[config.mk]
export PLATFORM = sky130hd
export DESIGN_NAME = rgb_led_strip_bit_encoder_flat
export DESIGN_NICKNAME = d
export VERILOG_FILES = /design/src/rtl/rlse_pkg.sv /design/src/rtl/rlse_in_if.sv /design/src/rtl/rlse_out_if.sv /design/src/rtl/rlse_cfg.sv /design/src/rtl/rlse_front.sv /design/src/rtl/rlse_queue.sv /design/src/rtl/rlse_back.sv /design/src/rtl/rgb_led_strip_bit_encoder.sv /design/src/flat_wrapper.sv
export VERILOG_INCLUDE_DIRS = /design/src /design/src/rtl
export SDC_FILE = /design/constraint.sdc
export NUM_CORES = 1
export LEC_CHECK = 0
export BUFFER_PORTS_ARGS = -buffer_cell sky130_fd_sc_hd__buf_2
export CAP_MARGIN = 10
export CELL_PAD_IN_SITES_DETAIL_PLACEMENT = 1
export CELL_PAD_IN_SITES_GLOBAL_PLACEMENT = 1
export CORE_UTILIZATION = 48
export DETAILED_ROUTE_END_ITERATION = 8
export GPL_TIMING_DRIVEN = 0
export PLACE_DENSITY_LB_ADDON = 0.1
export SYNTH_ARGS = -nofsm -noshare
export SYNTH_HDL_FRONTEND = slang
export SYNTH_SLANG_ARGS = --single-unit
[constraint.sdc]
create_clock -name clk -period 5.4 [get_ports clk]
set_input_delay 0 -clock clk [delete_from_list [all_inputs] [get_ports clk]]
set_output_delay 0 -clock clk [all_outputs]
set_load 0.1 [all_outputs]
[src/rtl/rgb_led_strip_bit_encoder_assert.svh]
// ---------------------------------------------------------------------------
// rgb led strip bit encoder assertion macros
// concurrent checks on the encoder clock, switched off by NO_ASSERTIONS
// ---------------------------------------------------------------------------
`ifndef RGB_LED_STRIP_BIT_ENCODER_ASSERT_SVH
`define RGB_LED_STRIP_BIT_ENCODER_ASSERT_SVH

`ifndef NO_ASSERTIONS

// checked outside reset
`define RLSE_CHECK(label, prop, msg) \
  label: assert property (@(posedge clk) disable iff (rst) prop) else $error(msg);

// checked on every edge, reset included
`define RLSE_CHECK_ALWAYS(label, prop, msg) \
  label: assert property (@(posedge clk) prop) else $error(msg);

`else

`define RLSE_CHECK(label, prop, msg)
`define RLSE_CHECK_ALWAYS(label, prop, msg)

`endif

`endif

[src/rtl/rlse_pkg.sv]
`timescale 1ns / 1ps
// ---------------------------------------------------------------------------
// rlse_pkg
// shared constants, register map and types of the led strip bit encoder
// ---------------------------------------------------------------------------
package rlse_pkg;

  localparam int COLOR_W        = 8;
  localparam int DUTY_W         = 8;
  localparam int LENGTH_W       = 11;
  localparam int LATCH_W        = 6;
  localparam int BITS_PER_PIXEL = 24;
  localparam int MAX_LEDS_DEF   = 1024;
  localparam int MAX_LATCH_DEF  = 48;

  // slot counter covers the longer of a pixel run and a reset run
  localparam int CNT_W = 6;

  localparam int DATA_W    = 32;
  localparam int ADDR_W    = 4;
  localparam int REG_IDX_W = 2;

  localparam logic [REG_IDX_W-1:0] REG_ZERO_DUTY    = 2'd0;
  localparam logic [REG_IDX_W-1:0] REG_ONE_DUTY     = 2'd1;
  localparam logic [REG_IDX_W-1:0] REG_STRIP_LENGTH = 2'd2;
  localparam logic [REG_IDX_W-1:0] REG_LATCH_SLOTS  = 2'd3;

  localparam logic [DUTY_W-1:0]   ZERO_DUTY_RST    = 8'd19;
  localparam logic [DUTY_W-1:0]   ONE_DUTY_RST     = 8'd38;
  localparam logic [LENGTH_W-1:0] STRIP_LENGTH_RST = 11'd1;
  localparam logic [LATCH_W-1:0]  LATCH_SLOTS_RST  = 6'd48;

  localparam logic MODE_START = 1'b0;
  localparam logic MODE_PIXEL = 1'b1;

  localparam int Q_DEPTH = 2;
  localparam int Q_PTR_W = $clog2(Q_DEPTH);
  localparam int Q_CNT_W = $clog2(Q_DEPTH + 1);

  typedef struct packed {
    logic [DUTY_W-1:0]   zero_duty;
    logic [DUTY_W-1:0]   one_duty;
    logic [LENGTH_W-1:0] strip_length;
    logic [LATCH_W-1:0]  latch_slots;
  } cfg_t;

  // one run of slots for the back end
  typedef struct packed {
    logic                      is_latch;
    logic [BITS_PER_PIXEL-1:0] grb;
    logic [CNT_W-1:0]          rem;
  } cmd_t;

  typedef struct packed {
    logic full;
    logic nonempty;
  } q_stat_t;

  typedef struct packed {
    logic                latched;
    logic [LENGTH_W-1:0] pixels_sent;
  } front_stat_t;

endpackage

[src/rtl/rlse_in_if.sv]
`timescale 1ns / 1ps
// ---------------------------------------------------------------------------
// rlse_in_if
// pixel channel: frame start or grb colour word
// ---------------------------------------------------------------------------
interface rlse_in_if;
  logic       valid;
  logic       ready;
  logic       mode;
  logic [7:0] green;
  logic [7:0] red;
  logic [7:0] blue;

  modport source(output valid, mode, green, red, blue, input ready);
  modport sink(input valid, mode, green, red, blue, output ready);
endinterface

[src/rtl/rlse_out_if.sv]
`timescale 1ns / 1ps
// ---------------------------------------------------------------------------
// rlse_out_if
// slot channel: one pulse compare value per bit period
// ---------------------------------------------------------------------------
interface rlse_out_if;
  logic       valid;
  logic       ready;
  logic [7:0] slot_duty;
  logic       reset_slot;
  logic       last_of_run;

  modport source(output valid, slot_duty, reset_slot, last_of_run, input ready);
  modport sink(input valid, slot_duty, reset_slot, last_of_run, output ready);
endinterface

[src/rtl/rlse_cfg.sv]
`timescale 1ns / 1ps
// ---------------------------------------------------------------------------
// rlse_cfg
// apb register file holding duties, strip length and reset slot count
// ---------------------------------------------------------------------------
module rlse_cfg import rlse_pkg::*; (
  input  logic              clk,
  input  logic              rst,
  input  logic              psel,
  input  logic              penable,
  input  logic              pwrite,
  input  logic [ADDR_W-1:0] paddr,
  input  logic [DATA_W-1:0] pwdata,
  output logic [DATA_W-1:0] prdata,
  output logic              pready,
  output cfg_t              cfg
);

  logic                 wr_en;
  logic [REG_IDX_W-1:0] idx;

  assign pready = 1'b1;
  assign wr_en  = psel && penable && pwrite && pready;
  assign idx    = paddr[ADDR_W-1:2];

  always_ff @(posedge clk) begin
    if (rst) begin
      cfg.zero_duty    <= ZERO_DUTY_RST;
      cfg.one_duty     <= ONE_DUTY_RST;
      cfg.strip_length <= STRIP_LENGTH_RST;
      cfg.latch_slots  <= LATCH_SLOTS_RST;
    end else if (wr_en) begin
      case (idx)
        REG_ZERO_DUTY:    cfg.zero_duty    <= pwdata[DUTY_W-1:0];
        REG_ONE_DUTY:     cfg.one_duty     <= pwdata[DUTY_W-1:0];
        REG_STRIP_LENGTH: cfg.strip_length <= pwdata[LENGTH_W-1:0];
        REG_LATCH_SLOTS:  cfg.latch_slots  <= pwdata[LATCH_W-1:0];
        default: ;
      endcase
    end
  end

  always_comb begin
    case (idx)
      REG_ZERO_DUTY:    prdata = DATA_W'(cfg.zero_duty);
      REG_ONE_DUTY:     prdata = DATA_W'(cfg.one_duty);
      REG_STRIP_LENGTH: prdata = DATA_W'(cfg.strip_length);
      REG_LATCH_SLOTS:  prdata = DATA_W'(cfg.latch_slots);
      default:          prdata = '0;
    endcase
  end

endmodule

[src/rtl/rlse_front.sv]
`timescale 1ns / 1ps
// ---------------------------------------------------------------------------
// rlse_front
// takes pixel words, tracks the frame and queues pixel or reset runs
// ---------------------------------------------------------------------------
module rlse_front import rlse_pkg::*; #(
  parameter int MAX_LEDS        = MAX_LEDS_DEF,
  parameter int MAX_LATCH_SLOTS = MAX_LATCH_DEF
) (
  input  logic        clk,
  input  logic        rst,
  rlse_in_if.sink     pixel,
  input  cfg_t        cfg,
  input  q_stat_t     q_st,
  output logic        push,
  output cmd_t        cmd,
  output front_stat_t stat
);

  localparam int LEN_W = ($clog2(MAX_LEDS + 1) > LENGTH_W) ? $clog2(MAX_LEDS + 1) : LENGTH_W;

  logic [LENGTH_W-1:0] pixels_sent, pixels_sent_next;
  logic                latched, latched_next;
  logic                take;
  logic                room;
  logic [LEN_W-1:0]    len_eff;
  logic [LATCH_W-1:0]  nlatch;

  assign pixel.ready = !q_st.full;
  assign take        = pixel.valid && pixel.ready;

  assign stat.latched     = latched;
  assign stat.pixels_sent = pixels_sent;

  always_comb begin
    if (LEN_W'(cfg.strip_length) > LEN_W'(MAX_LEDS)) begin
      len_eff = LEN_W'(MAX_LEDS);
    end else begin
      len_eff = LEN_W'(cfg.strip_length);
    end
    if (cfg.latch_slots == '0) begin
      nlatch = LATCH_W'(1);
    end else if (cfg.latch_slots > LATCH_W'(MAX_LATCH_SLOTS)) begin
      nlatch = LATCH_W'(MAX_LATCH_SLOTS);
    end else begin
      nlatch = cfg.latch_slots;
    end
  end

  assign room = LEN_W'(pixels_sent) < len_eff;

  always_comb begin
    pixels_sent_next = pixels_sent;
    latched_next     = latched;
    push             = 1'b0;
    cmd.is_latch     = !room;
    cmd.grb          = {pixel.green, pixel.red, pixel.blue};
    cmd.rem          = room ? CNT_W'(BITS_PER_PIXEL - 1) : CNT_W'(nlatch - LATCH_W'(1));
    if (take) begin
      if (pixel.mode == MODE_START) begin
        pixels_sent_next = '0;
        latched_next     = 1'b0;
      end else if (!latched) begin
        push = 1'b1;
        if (room) begin
          pixels_sent_next = pixels_sent + LENGTH_W'(1);
        end else begin
          latched_next = 1'b1;
        end
      end
    end
  end

  always_ff @(posedge clk) begin
    if (rst) begin
      pixels_sent <= '0;
      latched     <= 1'b1;
    end else begin
      pixels_sent <= pixels_sent_next;
      latched     <= latched_next;
    end
  end

endmodule

[src/rtl/rlse_queue.sv]
`timescale 1ns / 1ps
// ---------------------------------------------------------------------------
// rlse_queue
// short run queue between the front and the slot generator
// ---------------------------------------------------------------------------
module rlse_queue import rlse_pkg::*; (
  input  logic    clk,
  input  logic    rst,
  input  logic    push,
  input  cmd_t    wr,
  input  logic    pop,
  output cmd_t    head,
  output q_stat_t stat
);

  cmd_t               mem [Q_DEPTH];
  logic [Q_PTR_W-1:0] wptr, rptr;
  logic [Q_CNT_W-1:0] count;

  function automatic logic [Q_PTR_W-1:0] ptr_inc(input logic [Q_PTR_W-1:0] p);
    ptr_inc = (p == Q_PTR_W'(Q_DEPTH - 1)) ? '0 : p + Q_PTR_W'(1);
  endfunction

  assign head          = mem[rptr];
  assign stat.full     = count == Q_CNT_W'(Q_DEPTH);
  assign stat.nonempty = count != '0;

  always_ff @(posedge clk) begin
    if (push) begin
      mem[wptr] <= wr;
    end
  end

  always_ff @(posedge clk) begin
    if (rst) begin
      wptr  <= '0;
      rptr  <= '0;
      count <= '0;
    end else begin
      if (push) begin
        wptr <= ptr_inc(wptr);
      end
      if (pop) begin
        rptr <= ptr_inc(rptr);
      end
      case ({push, pop})
        2'b10:   count <= count + Q_CNT_W'(1);
        2'b01:   count <= count - Q_CNT_W'(1);
        default: count <= count;
      endcase
    end
  end

endmodule

[src/rtl/rlse_back.sv]
`timescale 1ns / 1ps
// ---------------------------------------------------------------------------
// rlse_back
// expands queued runs into slots, one per cycle while the output is taken, msb first
// ---------------------------------------------------------------------------
module rlse_back import rlse_pkg::*; (
  input  logic     clk,
  input  logic     rst,
  input  cfg_t     cfg,
  input  q_stat_t  q_st,
  input  cmd_t     head,
  output logic     pop,
  rlse_out_if.source slot
);

  logic              act;
  cmd_t              cur;
  cmd_t              src;
  logic              have_src;
  logic              adv;
  logic              emit;
  logic              ovalid;
  logic [DUTY_W-1:0] oduty;
  logic              oreset;
  logic              olast;
  logic [DUTY_W-1:0] duty;

  // the first slot of a run comes straight from the queue head
  assign src      = act ? cur : head;
  assign have_src = act || q_st.nonempty;
  assign adv      = !ovalid || slot.ready;
  assign emit     = adv && have_src;
  assign pop      = emit && !act;

  always_comb begin
    if (src.is_latch) begin
      duty = '0;
    end else if (src.grb[BITS_PER_PIXEL-1]) begin
      duty = cfg.one_duty;
    end else begin
      duty = cfg.zero_duty;
    end
  end

  always_ff @(posedge clk) begin
    if (rst) begin
      act    <= 1'b0;
      ovalid <= 1'b0;
    end else begin
      if (adv) begin
        ovalid <= have_src;
      end
      if (emit) begin
        act <= src.rem != '0;
      end
    end
  end

  always_ff @(posedge clk) begin
    if (emit) begin
      cur.is_latch <= src.is_latch;
      cur.grb      <= src.grb << 1;
      cur.rem      <= src.rem - CNT_W'(1);
      oduty        <= duty;
      oreset       <= src.is_latch;
      olast        <= src.rem == '0;
    end
  end

  assign slot.valid       = ovalid;
  assign slot.slot_duty   = oduty;
  assign slot.reset_slot  = oreset;
  assign slot.last_of_run = olast;

endmodule

[src/rtl/rgb_led_strip_bit_encoder.sv]
`timescale 1ns / 1ps
// ---------------------------------------------------------------------------
// rgb_led_strip_bit_encoder
// one-wire led strip frame encoder, grb words to pulse duty slots
// ---------------------------------------------------------------------------
// A start word opens a frame; each pixel word then yields 24 duty slots, msb
// of the grb word first, and the pixel after the strip is full yields the
// reset run of latch_slots zero-duty slots (1 to 48) that closes the frame.
// The slot generator puts out one slot per cycle unless the output stalls, so
// a pixel occupies it for its 24 slots and a reset run for latch_slots slots;
// start words and pixels outside a frame are absorbed by the front end and
// never queued. A two-run queue sits between front end and generator, so the
// next pixel word is taken while the current run is still being sent, and a
// run already queued follows the last with no gap. The output register holds
// a slot until it is taken. There is no clearing pass after reset.
module rgb_led_strip_bit_encoder import rlse_pkg::*; #(
  parameter int MAX_LEDS        = MAX_LEDS_DEF,
  parameter int MAX_LATCH_SLOTS = MAX_LATCH_DEF
) (
  input  logic              clk,
  input  logic              rst,
  rlse_in_if.sink           pixel,
  rlse_out_if.source        slot,
  input  logic              psel,
  input  logic              penable,
  input  logic              pwrite,
  input  logic [ADDR_W-1:0] paddr,
  input  logic [DATA_W-1:0] pwdata,
  output logic [DATA_W-1:0] prdata,
  output logic              pready
);

  cfg_t        cfg;
  q_stat_t     q_st;
  front_stat_t front_st;
  logic        push;
  logic        pop;
  cmd_t        wr_cmd;
  cmd_t        head;

  rlse_cfg u_cfg (
    .clk     (clk),
    .rst     (rst),
    .psel    (psel),
    .penable (penable),
    .pwrite  (pwrite),
    .paddr   (paddr),
    .pwdata  (pwdata),
    .prdata  (prdata),
    .pready  (pready),
    .cfg     (cfg)
  );

  rlse_front #(
    .MAX_LEDS        (MAX_LEDS),
    .MAX_LATCH_SLOTS (MAX_LATCH_SLOTS)
  ) u_front (
    .clk   (clk),
    .rst   (rst),
    .pixel (pixel),
    .cfg   (cfg),
    .q_st  (q_st),
    .push  (push),
    .cmd   (wr_cmd),
    .stat  (front_st)
  );

  rlse_queue u_queue (
    .clk  (clk),
    .rst  (rst),
    .push (push),
    .wr   (wr_cmd),
    .pop  (pop),
    .head (head),
    .stat (q_st)
  );

  rlse_back u_back (
    .clk  (clk),
    .rst  (rst),
    .cfg  (cfg),
    .q_st (q_st),
    .head (head),
    .pop  (pop),
    .slot (slot)
  );

`include "rgb_led_strip_bit_encoder_assert.svh"

  // a run never breaks up once its first slot is taken
  `RLSE_CHECK(a_run_continuous, slot.valid && slot.ready && !slot.last_of_run |=> slot.valid, "slot run broke off before its last slot")

  // reset slots always carry zero duty
  `RLSE_CHECK(a_reset_zero_duty, slot.valid && slot.reset_slot |-> slot.slot_duty == '0, "reset slot with nonzero duty")

  // pixel count stays within the largest strip, the count is unknown until reset
  `RLSE_CHECK_ALWAYS(a_count_bound, rst || 32'(front_st.pixels_sent) <= 32'(MAX_LEDS),
    "pixel count beyond strip limit")

endmodule
[src/flat_wrapper.sv]
// flat-port wrapper written by rule: the top's interface ports become plain ports
module rgb_led_strip_bit_encoder_flat import rlse_pkg::*;
#(
  parameter int MAX_LEDS        = MAX_LEDS_DEF,
  parameter int MAX_LATCH_SLOTS = MAX_LATCH_DEF
)
  (clk, rst, psel, penable, pwrite, paddr, pwdata, prdata, pready, pixel_valid, pixel_mode, pixel_green, pixel_red, pixel_blue, pixel_ready, slot_valid, slot_slot_duty, slot_reset_slot, slot_last_of_run, slot_ready);
  rlse_in_if pixel_i ();
  rlse_out_if slot_i ();
  input  logic clk;
  input  logic rst;
  input  logic psel;
  input  logic penable;
  input  logic pwrite;
  input  logic [ADDR_W-1:0] paddr;
  input  logic [DATA_W-1:0] pwdata;
  output logic [DATA_W-1:0] prdata;
  output logic pready;
  input wire logic [$bits(pixel_i.valid)-1:0] pixel_valid;
  input wire logic [$bits(pixel_i.mode)-1:0] pixel_mode;
  input wire logic [$bits(pixel_i.green)-1:0] pixel_green;
  input wire logic [$bits(pixel_i.red)-1:0] pixel_red;
  input wire logic [$bits(pixel_i.blue)-1:0] pixel_blue;
  output wire logic [$bits(pixel_i.ready)-1:0] pixel_ready;
  output wire logic [$bits(slot_i.valid)-1:0] slot_valid;
  output wire logic [$bits(slot_i.slot_duty)-1:0] slot_slot_duty;
  output wire logic [$bits(slot_i.reset_slot)-1:0] slot_reset_slot;
  output wire logic [$bits(slot_i.last_of_run)-1:0] slot_last_of_run;
  input wire logic [$bits(slot_i.ready)-1:0] slot_ready;
  assign pixel_i.valid = pixel_valid;
  assign pixel_i.mode = pixel_mode;
  assign pixel_i.green = pixel_green;
  assign pixel_i.red = pixel_red;
  assign pixel_i.blue = pixel_blue;
  assign pixel_ready = pixel_i.ready;
  assign slot_valid = slot_i.valid;
  assign slot_slot_duty = slot_i.slot_duty;
  assign slot_reset_slot = slot_i.reset_slot;
  assign slot_last_of_run = slot_i.last_of_run;
  assign slot_i.ready = slot_ready;
  rgb_led_strip_bit_encoder #(.MAX_LEDS(MAX_LEDS), .MAX_LATCH_SLOTS(MAX_LATCH_SLOTS)) u_core (.clk(clk), .rst(rst), .pixel(pixel_i), .slot(slot_i), .psel(psel), .penable(penable), .pwrite(pwrite), .paddr(paddr), .pwdata(pwdata), .prdata(prdata), .pready(pready));
endmodule
Yosys cells after proc, flatten, opt, wreduce, memory -nomap -nowiden --
Memory sizes are Yosys's and may differ from the RTL's. A register that Yosys moved wholly into a read port is not among the register bits. Cells that the tools add are included.
Cells by class: bitwise gates (word level) 0, add/subtract/negate cells 7, $lt $le $gt $ge 3, shifts and indexed selects 0, muxes and demuxes 23, $mul 0, divide/modulo/power cells 0, reductions and logical operators 22, equality and inequality tests 8
Operators with widths (number):
- one-hot mux 32 bit (4 select lines) | 1
- two-way mux 11 bit | 4
- two-way mux 31 bit | 1
- two-way mux 6 bit | 3
- zero test 6 bit | 2
- two-way mux 1 bit | 12
- subtractor 6 x 1 -> 6 bit, second input constant | 2
- adder 11 x 1 -> 11 bit, second input constant | 1
- greater-than comparator 11 bit, second input constant | 1
- < comparator 11 bit | 1
- equality test 2 bit, second input constant | 4
- two-way mux 8 bit | 1
- AND reduction 2 bit | 4
- greater-than comparator 6 bit, second input constant | 1
- nonzero test 6 bit | 1
- logical AND 1 bit | 5
- equality test 2 x 1 -> 1 bit, second input constant | 2
- zero test 1 bit | 4
- one-hot mux 2 bit (2 select lines) | 1
- nonzero test 2 bit | 2
- AND reduction 3 bit | 1
- adder 1 bit, second input constant | 2
- adder 2 x 1 -> 2 bit, second input constant | 1
- zero test 2 bit | 1
- 4 further kinds | 5
Word-level totals: bits in writable memories 62, register bits after elaboration 90, bits in latches 0, bits in read-only memories 0, input port bits 68, memories kept 1
Memory list:
- u_core.u_queue.mem | depth 2, width 31, rd ports 1, clocked after Yosys merged registers in 1, write ports 1, line rlse_queue.sv:16 | cmd_t mem [Q_DEPTH];

Longest topological paths before layout --
word-level depth 6, mapped depth 10, mapped depth without buffers 9

Modules after synthesis --
From an unflattened synthesis, not the netlist that was laid out.
Second synthesis, totals: cell total of the unflattened synthesis 579, area, all modules 7330.8 µm²
By module, submodules not included:
- rlse_queue | instances 1, cells each 118, area an instance 2433.6 µm²
- rlse_back | instances 1, cells each 124, area an instance 1916.8 µm²
- rlse_cfg | instances 1, cells each 173, area an instance 1754.2 µm²
- rlse_front | instances 1, cells each 164, area an instance 1226.2 µm²

Least setup slack after synthesis --
Ideal clock, no wire load.
path type register to register, from reg u_core.u_queue.count[0], to mem u_core.u_queue.mem[0][0] (netlist bit) (enable), arrival time 2616 ps, buffers on the path 1, slack 2365 ps, cell stages (with the launch flop) 6, path through dfxtp_1 nand2b_4 nand2_4 or3_1 clkbuf_1 nor2_1
Between the ends: cells in the longest elaborated chain, start to end 6
RTL lines:
- start, declared | line rlse_queue.sv:18 | logic [Q_CNT_W-1:0] count;
- start signal, assigned | line rlse_queue.sv:47 | 2'b10: count <= count + Q_CNT_W'(1);
- start signal, assigned | line rlse_queue.sv:48 | 2'b01: count <= count - Q_CNT_W'(1);
- start signal, assigned | line rlse_queue.sv:49 | default: count <= count;
- equality test 2 bit | line rlse_queue.sv:25 | assign stat.full = count == Q_CNT_W'(Q_DEPTH);
- zero test 1 bit | line rlse_front.sv:29 | assign pixel.ready = !q_st.full;
- named net pixel_ready | line flat_wrapper.sv:24 | output wire logic [$bits(pixel_i.ready)-1:0] pixel_ready;
- logical AND 1 bit | line rlse_front.sv:30 | assign take = pixel.valid && pixel.ready;
- two-way mux 1 bit | line rlse_front.sv:59 | if (take) begin
- two-way mux 1 bit | line rlse_queue.sv:29 | if (push) begin
- two-way mux 1 bit (not written as such) | line rlse_queue.sv:30 | mem[wptr] <= wr;
- end, declared | line rlse_queue.sv:16
The timed path passes the listed nets, and every way through them passes these cells.

Final worst setup path --
from reg, netlist name u_core.u_cfg.cfg[16], to reg u_core.u_front.latched
Between the ends: cells in the longest elaborated chain, start to end 6
RTL lines:
- greater-than comparator 11 bit | line rlse_front.sv:36 | if (LEN_W'(cfg.strip_length) > LEN_W'(MAX_LEDS)) begin
- two-way mux 11 bit (*) | line rlse_front.sv:36
- < comparator 11 bit (*) | line rlse_front.sv:50 | assign room = LEN_W'(pixels_sent) < len_eff;
- two-way mux 1 bit (*) | line rlse_front.sv:65 | if (room) begin
- two-way mux 1 bit (*) | line rlse_front.sv:63 | end else if (!latched) begin
- two-way mux 1 bit (*) | line rlse_front.sv:60 | if (pixel.mode == MODE_START) begin
- end signal, assigned | line rlse_front.sv:80 | latched <= latched_next;
- end, declared | line rlse_front.sv:23 | logic latched, latched_next;
Mark *: on every way between the ends. The rest lies on a longest branch, timed or not. A chain may end at the register's enable or synchronous reset.

==> impl_metrics.yaml <==
timing:
  drv_slew: 0
  rsz0062_at_grt: "false"
  min_period_ns: 2.88
  setup_viol_count_final: 0
  timing.fmax_mhz: 347
  slew_headroom_pct: 40.4
  fin_crit_sh_pct: 53.4
  hold_viol_final: 0
  setup_tns_ns: 0
  skew_ns: 0.00925
  tightest_slew_ns: 0.892
global_routing:
  grt_pass1_vias: 5298
  grt_pass1_wl_mm: 26.9
  grt_max_degree: 40
  grt_overflow: 0
  grt_usage_pct: 24.4
  grt_antenna_before_repair: 1
routing:
  viasPerCell: 5.37
  vias: 4912
  ant_nets: 0
  wl_per_cell_um: 18.6
  first_pass_iters: 5
  drc_errors: 0
  drtIter0Drc: 215
  dr_wl_met2_mm: 9.19
  wl_mm: 17.0
  top_layer_used: "met4"
  wl_met1_mm: 6.88
  met3_length_um: 510
placement:
  dp.cells: 838
  hpwl_mm: 11.3
  gp_congestion: 0.874
  port_buffers: 66
clock_network:
  clk_pin_slew_ns: 0.06
  cts_max_path_buffers: 2
  tritoncts: "yes"
  cts_root_buffer: "clkbuf_16"
  h-tree-depth: 4
  clock-sinks: 153
  cts_setup_buffers: 0
  cts-buffers-inserted: 17
  insertion_delay_ns: 0.42
layout:
  layout.cells.non_filler: 914
  syn2layout_area_growth_pct: 25.5
  regArea_um2: 4070
  drive_above_1_share_pct: 19.2
  num-fill-cells: 1458
  multiInputGateArea_um2: 2540
  nets: 803
floorplanning:
  core_area_um2: 13900
  ios: 113
  die_x_um: 121
  placementRows: 43
  die_area_um2: 14700
  start_util_pct: 49.1
  die_h_um: 121
critical_path:
  critPathLaunchType: "flip-flop"
  crit_arrival_ns: 3.25
  path_buf_inv: 3
  crit_type: "reg -> reg"
  end_kind: "flip-flop"
  cp_max_fo: 10
  crit_slowest_cell: "dlygate4sd3_1"
  cp_top_family: "buffers and inverters"
  max_stage_delay_ns: 0.55
  crit_chain: "clkinv_1, ha_1, nand4_1, nor3_1, a22o_1, clkbuf_1, o21bai_1, a21oi_1, dlygate4sd3_1"
  required_ns: 5.76
pwr:
  p_per_area_nw_per_um2: 465
  ir_worst_vdd_mv: 0.265
  p_leak_uw: 0.00323
yosys:
  ys_seq_area_share_pct: 59.8
  yosysWarnings: 0
  ys_ff_latch: 153
  synth_area_leader_cell: "edfxtp_1"
  synth_edf_count: 101
  synth_flop_cell: "edfxtp_1"
  synth_top_area_share_pct: 44.5
  yosys.cell_types.count: 59
  synthTopCellsByArea: "edfxtp_1 (44%), dfxtp_1 (15%), mux2i_1 (7.9%)"
  ys_async_sr_fraction_pct: 0
  synthCells: 570
  syn_avg_cell_area_um2: 12.0
  netlist_area_um2: 6820
run:
  cap_violations: 0
run_status:
  status: "finished, final reports clean"
hold_path:
  hold_path_class: "in -> reg"
-- path summary, 6_finish.rpt --
path,slack (ns),to,startpoint,depth (start not counted)
setup / recovery,2.52,u_core.u_front.latched$_SDFFE_PP1P_,u_core.u_cfg.cfg[16]$_SDFFE_PP0P_,9
hold / removal,0.01,u_core.u_cfg.cfg[18]$_SDFFE_PP1P_,paddr[3],4
setup reg to reg,2.52,u_core.u_front.latched$_SDFFE_PP1P_,u_core.u_cfg.cfg[16]$_SDFFE_PP0P_,9
hold reg to reg,0.48,u_core.u_cfg.cfg[15]$_SDFFE_PP0P_,u_core.u_cfg.cfg[15]$_SDFFE_PP0P_,2
-- layout by cell type, fill, tap and decap left out, drive strengths merged, types with 8 or more instances in the layout --
cell         synthesis  final
edfxtp             101    101
buf                 27     95
nand2               73     73
mux2i               54     54
dfxtp               52     52
clkbuf              19     45
dlygate4sd3          0     43
nor2                40     40
o21ai               31     31
conb                 2     22
a21oi               19     19
ha                  15     15
nor2b               14     14
nand3               10     10
a211o                9      9
inv                  8      8
-- cell usage after synthesis (6+ instances only) --
master	number
a211o_1	9
a21oi_1	18
buf_4	22
clkbuf_1	17
dfxtp_1	52
edfxtp_1	101
ha_1	15
inv_1	8
mux2_2	6
mux2i_1	54
mux4_2	6
nand2_1	72
nand3_1	10
nor2_1	40
nor2b_1	14
nor3_1	6
o21ai_0	30
-- layer usage --
| layer | track usage [%] | vias up |
|---|---|---|
| met2 | 45.1 | 104 |
| met5 | 0 | - |
| li1 | - | 2338 |
| met1 | 27.0 | 2430 |
| met3 | 4.84 | 40 |
| met4 | 10.1 | 0 |
-- registers in the layout (all words and copies together), names as in the netlist, 2 cells and up, named ones only --
register and cells:
u_core.u_back.cur 29, u_core.u_back.slot.slot_duty 8, u_core.u_cfg.cfg 33, u_core.u_front.pixels_sent 11
u_core.u_queue.count 2, u_core.u_queue.mem 62
-- stage by stage --
step / hold slack [ns] / area, um^2 / power, uW / utilization (%) / setup slack (ns)
floorplan: 0.0989 / 6890 / 2490 / - / 2.37
global placement: 0.189 / 7450 / 2700 / 53.7 / 1.70
detailed placement: 0.193 / 7520 / 2750 / 54.2 / 2.57
CTS: 0.00233 / 8550 / 3990 / 61.6 / 2.50
global route: 0.0598 / 8560 / 4130 / 61.6 / 2.14
finish: 0.0138 / 8560 / 3980 / 61.6 / 2.52
-- worst min-delay path: cells and delay by family --
family / cells / cell delay [ns]
simple gates: 2 / 0.18
buf+inv: 1 / 0.13
compound gates: 1 / 0.10
-- power breakdown --
group          switching, uW  total [uW]  internal, uW  leakage [uW]
sequential              74.9        1610          1540       0.00134
combinational            879        1150           272       0.00160
clock                    456        1210           757      0.000292
total                   1410        3980          2570       0.00323
-- cells by family after synthesis --
kind of cell / Yosys count / synth area share, %
XOR/XNOR: 10 / 1.28
flip-flops: 153 / 59.8
adder cells (fa/ha/maj): 15 / 2.75
AND/OR/NAND/NOR: 177 / 12.3
AO/OA/AOI/OAI: 91 / 8.59
other: 2 / 0.110
multiplexers: 66 / 10.9
buffers and inverters: 56 / 4.35
-- what timing repair did --
item | 4_1_cts | 5_1_grt
endpoints found under the hold margin | 85 | 0
endpoints found under the setup margin | 0 | 0
hold buffers | 43 | 0
gates resized for setup | 0 | 0
-- layout make-up --
class	count	area share [%]
sequential	153	47.6
multi-input combinational	381	29.7
timing repair buffer	111	9.53
clock buffer	26	6.08
buffer	46	3.03
tap	180	2.63
clock inverter	6	0.994
inverter	10	0.439
antenna	1	0.0292
Power figures use the tool's default switching activity.
